File: src/sv/tsbi_pkg.sv
// shared types and constants for the table scan bilinear interpolation block
// no dependencies
`default_nettype none

package tsbi_pkg;

	localparam int TSBI_FRAC_BITS = 16;

	localparam int W2_W   = 21;
	localparam int ANG_W  = 23;
	localparam int VAL_W  = 32;
	localparam int OUT_W  = 40;
	localparam int CFG_W  = 23;

	localparam int UNIT_W    = 64;
	localparam int DIV_W     = 32;
	localparam int MUL_STEPS = 24;

	localparam logic [ANG_W-1:0] TA_RESET  = 23'd1382810;
	localparam logic [W2_W-1:0]  TW2_RESET = 21'd327680;

	localparam logic [1:0] CFG_TARGET_ANGLE = 2'd0;
	localparam logic [1:0] CFG_TARGET_W2    = 2'd1;
	localparam logic [1:0] CFG_VALUE_SELECT = 2'd2;

	localparam logic [1:0] VSEL_BORN  = 2'd0;
	localparam logic [1:0] VSEL_RCI   = 2'd1;
	localparam logic [1:0] VSEL_RATIO = 2'd2;

	typedef enum logic [1:0] {
		STAT_OK,
		STAT_NO_ANGLE,
		STAT_NO_BRACKET,
		STAT_BAD_WIDTH
	} tsbi_status_t;

	typedef enum logic {
		OP_MUL,
		OP_DIV
	} tsbi_op_t;

	typedef struct packed {
		logic     start;
		tsbi_op_t op;
	} tsbi_unit_req_t;

	typedef enum logic [2:0] {
		ST_IDLE,
		ST_RDIV,
		ST_UPD,
		ST_GO,
		ST_WAIT,
		ST_EMIT
	} tsbi_state_t;

endpackage

`default_nettype wire

File: src/sv/tsbi_unit.sv
// shared iterative unit: shift-add multiply and restoring divide, one bit a cycle
// depends on tsbi_pkg
`default_nettype none

module tsbi_unit import tsbi_pkg::*; (
	input  logic                  clk,
	input  logic                  arst_n,
	input  tsbi_unit_req_t        req,
	input  logic [UNIT_W-1:0]     a,
	input  logic [DIV_W-1:0]      b,
	output logic                  done,
	output logic [UNIT_W-1:0]     res
);

	localparam int CNT_W = $clog2(UNIT_W + 1);

	logic             busy_q;
	logic             done_q;
	tsbi_op_t         op_q;
	logic [CNT_W-1:0] cnt_q;
	logic [UNIT_W-1:0] acc_q;
	logic [UNIT_W-1:0] mcand_q;
	logic [DIV_W-1:0]  b_q;
	logic [DIV_W-1:0]  rem_q;

	logic [DIV_W:0] trial;
	logic           ge;

	assign trial = {rem_q, acc_q[UNIT_W-1]} - {1'b0, b_q};
	assign ge    = !trial[DIV_W];

	always_ff @(posedge clk or negedge arst_n) begin
		if (!arst_n) begin
			busy_q <= 1'b0;
			done_q <= 1'b0;
			op_q   <= OP_MUL;
			cnt_q  <= '0;
		end else begin
			done_q <= busy_q && (cnt_q == CNT_W'(1));
			if (req.start) begin
				busy_q <= 1'b1;
				op_q   <= req.op;
				cnt_q  <= (req.op == OP_DIV) ? CNT_W'(UNIT_W) : CNT_W'(MUL_STEPS);
			end else if (busy_q) begin
				cnt_q <= cnt_q - CNT_W'(1);
				if (cnt_q == CNT_W'(1))
					busy_q <= 1'b0;
			end
		end
	end

	always_ff @(posedge clk) begin
		if (req.start) begin
			b_q     <= b;
			mcand_q <= a;
			rem_q   <= '0;
			acc_q   <= (req.op == OP_DIV) ? a : '0;
		end else if (busy_q) begin
			if (op_q == OP_DIV) begin
				rem_q <= ge ? trial[DIV_W-1:0] : {rem_q[DIV_W-2:0], acc_q[UNIT_W-1]};
				acc_q <= {acc_q[UNIT_W-2:0], ge};
			end else begin
				if (b_q[0])
					acc_q <= acc_q + mcand_q;
				mcand_q <= {mcand_q[UNIT_W-2:0], 1'b0};
				b_q     <= {1'b0, b_q[DIV_W-1:1]};
			end
		end
	end

	assign done = done_q;
	assign res  = acc_q;

endmodule

`default_nettype wire

File: config.mk
export PLATFORM = sky130hd
export DESIGN_NAME = tsbi_unit
export DESIGN_NICKNAME = d
export VERILOG_FILES = /design/src/sv/tsbi_pkg.sv /design/src/sv/tsbi_unit.sv
export SDC_FILE = /design/constraint.sdc
export NUM_CORES = 1
export LEC_CHECK = 0
export BUFFER_PORTS_ARGS = -buffer_cell sky130_fd_sc_hd__buf_2
export CORE_AREA = 2 2 235 214
export CTS_BUF_LIST = sky130_fd_sc_hd__clkbuf_8
export DETAILED_ROUTE_END_ITERATION = 16
export DIE_AREA = 0 0 237 216
export PLACE_DENSITY_LB_ADDON = 0.08
export SLEW_MARGIN = 40
export SYNTH_ARGS = -nofsm -noshare
export SYNTH_HDL_FRONTEND = slang
export SYNTH_SLANG_ARGS = --single-unit
File: constraint.sdc
create_clock -name clk -period 7.7 [get_ports clk]
set_clock_uncertainty 0.1 [all_clocks]
set_input_delay 1.155 -clock clk [delete_from_list [all_inputs] [get_ports clk]]
set_output_delay 1.155 -clock clk [all_outputs]
set_load 0.02 [all_outputs]
== Word-level counts from Yosys, hierarchy flattened ==
Index checks and enable logic that the tools add are counted.
Operators by class
  multiplexer cells: 18
  bitwise logic cells: 0
  reduce and logical (&&, ||, !) cells: 7
  divide/modulo/power cells: 0
  $add $sub $neg: 3
  equality and inequality tests: 2
  multiply operators: 0
  order comparisons: 0
  shift operators: 0
Operators by type and width (number)
  2-to-1 mux 64 bit: 8
  2-to-1 mux 32 bit: 4
  adder 64 bit: 1
  subtractor 33 x 32 -> 33 bit: 1
  2-to-1 mux 7 bit: 3
  equality test 7 x 1 -> 1 bit, second input constant: 1
  subtractor 7 x 1 -> 7 bit, second input constant: 1
  AND reduction 2 bit: 3
  2-to-1 mux 1 bit: 3
  nonzero test 3 bit: 1
  inequality test 2 bit, second input constant: 1
  nonzero test 2 bit: 1
  logical AND 1 bit: 1
  logical NOT 1 bit: 1
Storage, ports and cells
  bits in writable memories: 0
  input bits: 100
  output and inout bits: 65
  logic and storage cells: 38
  register bits: 202
  memory bits (read-only): 0
  bits in latches: 0
  memories kept: 0

== Longest topological paths before layout ==
Gate-level depths: netlist of the first run.
  depth in word-level cells: 5
  gate-level depth with buffers: 15
  mapped depth without buffers: 13

== Worst setup path before layout of the first run ==
OpenSTA, ideal clock, no wires.
  path type: register -> register
  start: reg op_q
  end: reg b_q[0], enable pin
  stages on the path, launching flop included: 4
  arrival: 5.241 ns
  setup slack: 1.789 ns
  cell sequence: dfrtp_1 > clkbuf_1 > clkbuf_1 > o21bai_1
On the way
  word-level cells in the longest chain between the ends: 2
Ends and longest elaborated chain
  start, declared: line tsbi_unit.sv:19  | tsbi_op_t op_q;
  start signal, assigned: line tsbi_unit.sv:42  | op_q <= req.op;
  inequality test 2 bit (no source line)
  AND reduction 2 bit (no source line)
  end signal, assigned: line tsbi_unit.sv:66  | b_q <= {1'b0, b_q[DIV_W-1:1]};
  end, declared: line tsbi_unit.sv:23  | logic [DIV_W-1:0] b_q;
Every way passes these cells.
A chain may end at the register's enable or synchronous reset.

== Worst setup path in the final report of the first run ==
  start: reg acc_q[0], in the netlist res[0]
  end: reg acc_q[58], in the netlist res[58] (data pin)
On the way
  word-level cells in the longest chain between the ends: 5
Ends and longest elaborated chain
  start, declared: line tsbi_unit.sv:21  | logic [UNIT_W-1:0] acc_q;
  start signal, assigned: line tsbi_unit.sv:57  | acc_q <= (req.op == OP_DIV) ? a : '0;
  start signal, assigned: line tsbi_unit.sv:61  | acc_q <= {acc_q[UNIT_W-2:0], ge};
  start signal, assigned: line tsbi_unit.sv:64  | acc_q <= acc_q + mcand_q;
  adder 64 bit: line tsbi_unit.sv:64
  2-to-1 mux 64 bit: line tsbi_unit.sv:63  | if (b_q[0])
  2-to-1 mux 64 bit: line tsbi_unit.sv:59  | if (op_q == OP_DIV) begin
  2-to-1 mux 64 bit: line tsbi_unit.sv:58  | end else if (busy_q) begin
  2-to-1 mux 64 bit: line tsbi_unit.sv:53  | if (req.start) begin
Every way passes these cells. The select of a mux whose other input is x is not followed.

==> run_results.csv, run 1 <==
group,metric,value,unit
outcome,outcome,"completed",
synthesis,synth_area_leaders,"edfxtp_1 33%, ha_1 8.4%, mux2_2 5.0%",
global_route,grt_max_degree,75,
route,vias,12100,
floorplan,die_h,216,um
clock_network,clk_pin_slew,60,ps
sta,finalCritPeriodShare,57.5,%
finish,post-route-util,34.1,%
global_route,grt_pass1_wl,70600,um
sta,drv_slew,0,
floorplan,num_rows,77,
floorplan,dieArea,51200,um2
placed_design,place_congestion,0.819,
floorplan,start_util,29.7,%
setup_path,crit_slowest_cell,"o31ai_1",
pwr,leakagePower,6.98,nW
synthesis,synthCells,1538,
synthesis,ys_types,68,
global_route,grt_pass1_vias,12300,
placed_design,post-place-ws,3310,ps
sta,timing.setup.tns,0,ps
clock_network,htreeDepth,2,
synthesis,yosysTopAreaCell,"edfxtp_1",
sta,fmax,226,MHz
setup_path,crit_required,8090,ps
setup_path,worstPathArrival,4820,ps
pwr,p_per_area,339,nW/um2
setup_path,cp_cell_sequence,"ha_1, fa_1, a211oi_1, nor2_1, o31ai_1, a2111oi_0, nor3_1, a21oi_1, o31ai_1, a21oi_1, or3_1, nand3_1",
finish,syn_to_final_growth,14.8,%
clock_network,cts.sinks,202,
sta,max_slew_margin,49.1,%
sta,worstMarginPinSlew,763,ps
sta,hold_viol,0,
synthesis,postSynthAreaPerCell,9.39,um2
placed_design,port_buffers,164,
min_path,min_path_type,"in -> async",
synthesis,synth-edff-count,160,
clock_network,cts_hold_buf,0,
synthesis,ys_warn_count,0,
route,avgViaCountPerCell,5.19,
route,dr.pass1.iters,5,
setup_path,critical_path_class,"reg -> reg",
finish,fillers,5086,
finish,register_area,5700,um2
sta,timing.final.setup_violations,0,
synthesis,synth_seq_cells,202,
clock_network,numCtsBuffers,40,
setup_path,end_kind,"flip-flop",
route,drc,0,
setup_path,crit_path_max_incr_delay,600,ps
global_route,gr-total-overflow,0,
setup_path,cp-start-kind,"flip-flop",
clock_network,clock_latency,620,ps
finish,multi_input_area,8210,um2
sta,finalWorstSetupSlack,3270,ps
global_route,grt_usage,17.5,%
synthesis,yosys_most_used_dff,"edfxtp_1",
floorplan,fp.coreArea,48700,um2
placed_design,dp_hpwl,32500,um
clock_network,cts-resized-gates,0,
setup_path,worstPathMaxFanout,4,
finish,nNetsFinal,1873,
clock_network,clockBufferDepth,3,
global_route,antenna_found_initial,2,
synthesis,async_flop_share,4.95,%
synthesis,synth_nets,1737,
synthesis,synth_common_cells,"160 x edfxtp_1, 143 x o21ai_0, 138 x nand2_1",
synthesis,yosysSeqAreaShare,39.4,%
synthesis,synth_top_area_share,33.3,%
finish,layout-drive-gt1-share,17.9,%
sta,finalCriticalPeriod,4430,ps
clock_network,postCtsSetupBuffers,0,
floorplan,boundaryPins,165,
route,postRouteWirelength,45100,um
flow_run,maxCapViolations,0,
route,drt_iter0_markers,786,
floorplan,die_x,237,um
synthesis,synth.most_common_cell,"edfxtp_1",
sta,rsz0062_at_grt,"false",
synthesis,netlist_area,14400,um2
clock_network,clockRootBuffer,"clkbuf_8",
clock_network,cts_tree,"done",
pwr,peakVddDrop,0.130,mV
route,postRouteAntennaNets,0,
route,wl_per_cell,19.3,um
==> cell usage in the layout, fill, tap and decap left out, types with 6 or more instances in the layout <==
master / count
buf_4: 9
mux2i_1: 34
a22oi_1: 38
nand2b_1: 8
o21bai_1: 23
nor2b_1: 10
clkbuf_8: 45
a21o_1: 52
o21a_1: 13
xnor2_1: 57
a211o_1: 9
or3_1: 10
clkinv_1: 7
nor3_1: 22
nor4_1: 9
dfrtp_1: 9
dfxtp_1: 32
nand4_1: 22
mux2_2: 64
nand2_1: 138
inv_1: 72
ha_1: 97
a211oi_1: 38
nor2_1: 116
o21ai_0: 143
edfxtp_1: 160
a31oi_1: 14
buf_2: 163
and2_1: 10
a21oi_1: 122
nand3_1: 22
a221oi_1: 6
and3_1: 9
xor2_1: 35
==> path summary, 6_finish.rpt <==
check,start,endpoint,slack (ps),depth (start not counted)
setup / recovery,res[0],res[58],3270,12
hold / removal,arst_n,cnt_q[0],300,1
setup reg to reg,res[0],res[58],3270,12
hold reg to reg,rem_q[24],rem_q[24],420,2
max in group asynchronous,arst_n,op_q,6970,1
min in group clk,rem_q[24],rem_q[24],420,2
==> critical path, delay by kind of cell (launching register included) <==
family,cells,cell delay [ps]
simple gates,4,1050
fa+ha+maj,2,700
compound gates,6,2030
flops,1,420
==> where the power goes <==
group	leakage, nW	internal (mW)	switching (mW)
Combinational	4.49	1.13	1.75
Sequential	2.07	1.48	0.210
Clock	0.416	0.531	0.521
==> metal layers <==
layer | track usage (%) | vias up | routed length, um
li1 | - | 6019 | -
met1 | 24.4 | 5818 | 22400
met2 | 27.3 | 220 | 19800
met3 | 3.43 | 61 | 1960
met4 | 5.02 | 4 | 929
met5 | 0 | - | 23
==> layout make-up <==
type                    count  area share [%]
repair buffers            175            5.64
well taps                 632            4.77
flip-flops and latches    202            34.4
clock inverters            25           0.634
inverters                  59            1.34
multi-input cells        1196            49.5
diodes                      1          0.0151
clock buffers              45            3.74
==> through the flow <==
step	instance area (um2)	std cells	hold slack, ps	total power, mW
4_1_cts	16600	2334	251	5.69
2_1_floorplan	14400	1538	385	3.81
3_3_place_gp	15800	2262	410	4.60
5_1_grt	16600	2334	286	6.07
6_report	16600	2335	303	5.62
3_5_place_dp	15900	2264	405	4.59
==> state kept, by name, summed over array words and instances (netlist names) <==
signal	count
b_q	32
cnt_q	7
res	64
done	1
op_q	1
busy_q	1
rem_q	32
mcand_q	64
==> cell families after synthesis <==
logic type | synth area share (%)
AOI/OAI and AO/OA | 22.1
xor gates and xnor gates | 5.58
adders and majority gates | 8.68
buffers and inverters | 4.05
DFF | 39.4
muxes | 7.35
and+or+nand+nor | 12.8
No activity file was read; power rests on OpenSTA's default activity.
==> inputs of run 2 (changes only) <==
--- a/config.mk
+++ b/config.mk
@@ -5,11 +5,12 @@
 export SDC_FILE = /design/constraint.sdc
 export NUM_CORES = 1
 export LEC_CHECK = 0
+export ABC_AREA = 1
 export BUFFER_PORTS_ARGS = -buffer_cell sky130_fd_sc_hd__buf_2
-export CORE_AREA = 2 2 235 214
+export CORE_AREA = 2 2 254 231
 export CTS_BUF_LIST = sky130_fd_sc_hd__clkbuf_8
 export DETAILED_ROUTE_END_ITERATION = 16
-export DIE_AREA = 0 0 237 216
+export DIE_AREA = 0 0 256 233
 export PLACE_DENSITY_LB_ADDON = 0.08
 export SLEW_MARGIN = 40
 export SYNTH_ARGS = -nofsm -noshare
==> constraint.sdc (replaced) <==
create_clock -name clk -period 4.6 [get_ports clk]
set_clock_uncertainty 0.1 [all_clocks]
set_input_delay 0.69 -clock clk [delete_from_list [all_inputs] [get_ports clk]]
set_output_delay 0.69 -clock clk [all_outputs]
set_load 0.02 [all_outputs]
==> run 2 against run 1 <==
Core utilization rose by 0.25 points. First-iteration DRC count rose by 67%. Fmax rose by 48%. Cell area rose by 18%. Clock power rose by 93%. Power rose by 75%. Clock-buffer cell count rose by 4. Die area rose by 17%.
==> run_results.csv, run 2 <==
group,metric,value,unit
placed_design,place_congestion,0.921,
sta,finalCriticalPeriod,3000,ps
route,dr.pass1.iters,5,
finish,syn_to_final_growth,14.8,%
sta,whs,245,ps
finish,layout-drive-gt1-share,11.4,%
route,wl_per_cell,17.7,um
finish,register_area,5700,um2
synthesis,netlist_area,17000,um2
global_route,grt_usage,20.6,%
setup_path,worstPathMaxFanout,5,
synthesis,yosysTopAreaCell,"edfxtp_1",
floorplan,start_util,29.9,%
clock_network,clockBufferDepth,3,
setup_path,cp-start-kind,"flip-flop",
clock_network,clock_latency,630,ps
synthesis,synth_common_cells,"947 x nand2_1, 385 x inv_1, 206 x nor2_1",
sta,drv_slew,0,
finish,multi_input_area,9530,um2
clock_network,clockRootBuffer,"clkbuf_8",
setup_path,crit_required,4860,ps
route,drc,0,
finish,final_cell_mix,"946 x nand2_1, 393 x inv_1, 203 x nor2_1",
global_route,grt_pass1_wl,94300,um
sta,worstMarginPinSlew,819,ps
global_route,grt_max_degree,72,
placed_design,placed_cell_area,18600,um2
setup_path,crit_path_max_incr_delay,540,ps
sta,hold_viol,0,
synthesis,synth.most_common_cell,"nand2_1",
setup_path,critical_path_class,"reg -> reg",
route,vias,16600,
finish,nNetsFinal,2909,
min_path,min_path_type,"in -> reg",
finish,design_area,19500,um2
route,postRouteAntennaNets,0,
route,drt_iter0_markers,1310,
setup_path,cp_cell_sequence,"ha_1, a21oi_1, nand2_1, a21oi_1, o21ai_0, nand2_1, nand2_1, nand2_1, nand2_1, nand2_1, nand3_1, nand2_1",
finish,layout_commonest_cell,"nand2_1",
outcome,outcome,"completed",
placed_design,port_buffers,164,
floorplan,fp.coreArea,56800,um2
floorplan,num_rows,83,
pwr,leakagePower,9.56,nW
synthesis,synth-edff-count,160,
setup_path,end_kind,"flip-flop",
clock_network,cts_tree,"done",
sta,fmax,334,MHz
global_route,antenna_found_initial,1,
synthesis,yosysSeqAreaShare,33.5,%
sta,timing.setup.tns,0,ps
synthesis,yosys_most_used_dff,"edfxtp_1",
setup_path,cp_common_cell,"nand2_1",
synthesis,synth_seq_cells,202,
pwr,p_per_area,503,nW/um2
sta,finalCritPeriodShare,65.1,%
synthesis,synth_top_area_share,28.3,%
synthesis,ys_types,46,
synthesis,ys_warn_count,0,
floorplan,die_h,233,um
floorplan,boundaryPins,165,
global_route,gr-total-overflow,0,
floorplan,die_x,256,um
setup_path,crit_slowest_cell,"o21ai_0",
floorplan,dieArea,59600,um2
clock_network,cts.sinks,202,
clock_network,numCtsBuffers,43,
sta,max_slew_margin,45.2,%
placed_design,dp_hpwl,48800,um
synthesis,synth_nets,2744,
clock_network,postCtsSetupBuffers,0,
route,avgViaCountPerCell,4.74,
route,postRouteWirelength,62200,um
global_route,grt_pass1_vias,15800,
finish,fillers,6394,
pwr,peakVddDrop,0.204,mV
synthesis,async_flop_share,4.95,%
synthesis,synth_area_leaders,"edfxtp_1 28%, nand2_1 21%, inv_1 8.5%",
setup_path,worstPathArrival,3250,ps
synthesis,synthCells,2545,
finish,n_antenna_cell,0,
sta,timing.final.setup_violations,0,
synthesis,postSynthAreaPerCell,6.67,um2
clock_network,htreeDepth,2,
clock_network,cts-resized-gates,0,
clock_network,clk_pin_slew,60,ps
sta,rsz0062_at_grt,"false",
flow_run,maxCapViolations,0,
pwr,power.total,9.82,mW
==> run 2: cell types whose count changed after synthesis, sizes merged, moves of 37 or more <==
cell | previous run | this run
nor2 | 116 | 209
a22oi | 38 | 1
mux2 | 64 | 0
a21o | 52 | 4
nand3 | 22 | 175
a211oi | 39 | 0
nand2 | 138 | 972
o21ai | 144 | 98
inv | 59 | 400
==> run 2: final timing paths <==
check | from | to | slack (ps) | cells past startpoint
max reg2reg | res[2] | res[61] | 1600 | 12
min in group asynchronous | arst_n | cnt_q[2] | 360 | 2
min | req[0] | cnt_q[4] | 240 | 2
min reg2reg | rem_q[28] | rem_q[28] | 380 | 2
max in group asynchronous | arst_n | done | 3830 | 2
max | res[2] | res[61] | 1600 | 12
==> run 2: metal layers <==
| layer | GRT usage (%) | vias up | share of wire (%) |
|---|---|---|---|
| met5 | 0 | - | 0 |
| met3 | 4.04 | 67 | 6.4 |
| li1 | - | 8505 | - |
| met2 | 29.0 | 451 | 39 |
| met1 | 31.6 | 7609 | 53 |
| met4 | 4.81 | 0 | 1.9 |
==> run 2: power breakdown <==
group	internal [mW]	switching, mW
clock network	1.10	0.934
logic	1.58	3.41
registers	2.45	0.351
total	5.12	4.69
==> run 2: final cells by class <==
type                    count  area share, %
clock inverters            31           1.01
multi-input cells        1885           48.8
flip-flops and latches    202           29.2
repair buffers            176           4.82
well taps                 765           4.91
inverters                 402           7.75
clock buffers              49           3.46
==> run 2: kinds of logic after synthesis <==
| family | Yosys count | synth area share [%] |
|---|---|---|
| xor gates and xnor gates | 35 | 1.81 |
| and+or+nand+nor | 1412 | 34.9 |
| adders and majority gates | 99 | 7.38 |
| buffers and inverters | 458 | 10.5 |
| AOI/OAI and AO/OA | 339 | 11.9 |
| DFF | 202 | 33.5 |
==> run 2: metrics by stage <==
stage / utilization, % / setup slack [ps] / std cells
after floorplan: - / 443 / 2545
after global placement: 32.8 / 1500 / 3429
final: 34.3 / 1600 / 3510
after detailed placement: 32.8 / 1640 / 3429
after global routing: 34.3 / 1350 / 3510
after CTS: 34.3 / 1600 / 3510
==> run 2: worst max-delay path, delay by kind of cell, from the launching register on <==
family                   cells  cell delay [ps]
AO/OA/AOI/OAI                3              800
adder cells (fa/ha/maj)      1              410
flip-flops                   1              450
AND/OR/NAND/NOR              8              960
==> run 2: repair_timing <==
item | in CTS | in global routing
hold buffers | 1 | 0
hold endpoints to repair | 10 | 0
endpoints found under the setup margin | 0 | 0
==> inputs of run 3 (changes only) <==
==> constraint.sdc (replaced) <==
create_clock -name clk -period 3.1 [get_ports clk]
set_clock_uncertainty 0.1 [all_clocks]
set_input_delay 0.465 -clock clk [delete_from_list [all_inputs] [get_ports clk]]
set_output_delay 0.465 -clock clk [all_outputs]
set_load 0.02 [all_outputs]
==> run 3 against run 2 <==
Sequential power is 48% higher. Cell count grew 1.4%. Fmax grew 1.0%. Combinational power rose by 52%. Power up 47%. Cell area is 2.6% higher. Clock-buffer cell count shrank 6. Non-clock buffer count increased by 59. Global-route usage up 0.57 points. Clock power up 36%. Highest routed layer is now met5.
==> run_results.csv, run 3 (synthesized netlist as in run 2, its figures left out) <==
group,metric,value,unit
outcome,outcome,"completed",
clock_network,numCtsBuffers,41,
setup_path,worstPathMaxFanout,5,
finish,layout_commonest_cell,"nand2_1",
floorplan,num_rows,83,
setup_path,cp-start-kind,"flip-flop",
clock_network,cts_tree,"done",
global_route,grt_usage,21.1,%
route,postRouteWirelength,63600,um
sta,timing.final.setup_violations,0,
sta,whs,53.6,ps
setup_path,critical_path_class,"reg -> reg",
setup_path,end_kind,"flip-flop",
floorplan,dieArea,59600,um2
sta,finalCritPeriodShare,95.7,%
sta,rsz0062_at_grt,"false",
finish,syn_to_final_growth,17.9,%
global_route,grt_use_met3,4.15,%
global_route,gr-total-overflow,0,
global_route,globalRouteMet1Util,32.5,%
setup_path,cp_common_cell,"nand3_1",
global_route,grt_pass1_wl,96700,um
setup_path,regToRegStartpoint,"res[2]",
floorplan,die_x,256,um
placed_design,dp_hpwl,50400,um
floorplan,start_util,29.9,%
finish,final_cell_mix,"945 x nand2_1, 401 x inv_1, 203 x nor2_1",
sta,max_slew_margin,50.0,%
sta,hold_viol,0,
setup_path,rr_endpoint,"res[53]",
clock_network,cts.sinks,202,
sta,worstMarginPinSlew,749,ps
sta,fmax,337,MHz
setup_path,crit_required,3360,ps
placed_design,port_buffers,164,
setup_path,cp_cell_sequence,"ha_1, a21oi_1, nand2_1, a21oi_1, inv_1, nand2_1, nand3_1, nand3_1, nand3_1, nand3_1, nand2_1",
route,dr.pass1.iters,7,
min_path,min_from,"b[8]",
finish,layout-drive-gt1-share,11.1,%
route,drc,0,
setup_path,worstPathArrival,3230,ps
route,postRouteAntennaNets,0,
finish,nNetsFinal,2966,
route,drt_iter0_markers,1181,
min_path,min_path_type,"in -> reg",
pwr,peakVddDrop,0.393,mV
global_route,antenna_found_initial,5,
clock_network,clk_pin_slew,60,ps
global_route,grt-busiest-layer,"met1",
setup_path,cp.buffers_inverters,1,
sta,drv_slew,0,
setup_path,crit_slowest_cell,"edfxtp_1",
global_route,use_met2,29.7,%
pwr,leakagePower,9.80,nW
floorplan,die_h,233,um
pwr,p_per_area,723,nW/um2
placed_design,place_congestion,0.927,
route,vias,16900,
setup_path,crit_path_max_incr_delay,420,ps
floorplan,boundaryPins,165,
setup_path,r2r_slack,130,ps
sta,timing.setup.tns,0,ps
route,avgViaCountPerCell,4.74,
min_path,whs_path_depth,3,
clock_network,clock_latency,620,ps
min_path,worstHoldEndpoint,"b_q[8]",
finish,n_antenna_cell,0,
global_route,grt_max_degree,71,
setup_path,reg2reg_depth,11,
clock_network,clockBufferDepth,3,
clock_network,htreeDepth,2,
flow_run,maxCapViolations,0,
floorplan,fp.coreArea,56800,um2
sta,finalCriticalPeriod,2970,ps
route,wl_per_cell,17.9,um
clock_network,clockRootBuffer,"clkbuf_8",
global_route,grt_pass1_vias,16000,
setup_path,cp_top_family,"simple AND/OR/NAND/NOR gates",
run 3: cell count changes in the layout (fill, tap and decap cells not counted), sizes merged:
| cell | previous run | this run |
|---|---|---|
| inv | 409 | 418 |
| buf | 175 | 185 |
| dlygate4sd3 | 1 | 50 |
| clkbuf | 49 | 43 |
| clkinv | 21 | 8 |
run 3: report_power, final:
group | leakage, nW | total [mW] | switching, mW | internal (mW)
Combinational | 7.26 | 7.56 | 5.14 | 2.42
Sequential | 2.09 | 4.14 | 0.508 | 3.63
Clock | 0.448 | 2.77 | 1.32 | 1.45
Total | 9.80 | 14.5 | 6.97 | 7.50
run 3: layout make-up:
type                    instances  area (um2)
inverters                     402        1510
flip-flops and latches        202        5700
clock buffers                  43         592
well taps                     765         957
clock inverters                27         171
fillers                      6332       36800
multi-input cells            1885        9530
repair buffers                235        1560
run 3: worst max path at each step:
stage                     startpoint       to  slack (ps)  cells past startpoint
final                         res[2]  res[53]         130                     11
after global routing          res[2]  res[53]          30                     11
after CTS                    res[12]  res[61]         150                     12
after detailed placement     res[12]  res[61]         180                     12
after global placement       res[12]  res[61]         150                     12
after floorplan               req[1]   b_q[0]         240                      5
run 3: what timing repair did:
| item | CTS | global route |
|---|---|---|
| setup buffers | 0 | 0 |
| endpoints found under the setup margin | 0 | 4 |
| gates resized for setup | 0 | 3 |
| endpoints found under the hold margin | 65 | 0 |
| hold buffers | 50 | 0 |
run 3: metrics by stage:
stage / util [%] / worst slack (ps) / instances / total power, mW / area [um2]
2_1_floorplan: - / 237 / 2545 / 9.15 / 17000
6_report: 35.2 / 134 / 3559 / 14.5 / 20000
3_3_place_gp: 33.0 / 151 / 3438 / 11.7 / 18700
5_1_grt: 35.2 / 27.9 / 3559 / 15.6 / 20000
3_5_place_dp: 33.0 / 179 / 3438 / 11.6 / 18700
4_1_cts: 35.2 / 147 / 3558 / 14.6 / 20000
run 3: metal layers:
metal	up-vias	wire [um]
li1	8588	-
met1	7714	33200
met5	-	36
met3	78	4340
met4	6	1240
met2	472	24800
run 3: worst register-to-register path, stage by stage (launching register included):
cell and delay, ps:
edfxtp_1 420, ha_1 390, a21oi_1 200, nand2_1 170, a21oi_1 330, inv_1 80, nand2_1 70, nand3_1 320
nand3_1 300, nand3_1 100, nand3_1 150, nand2_1 70
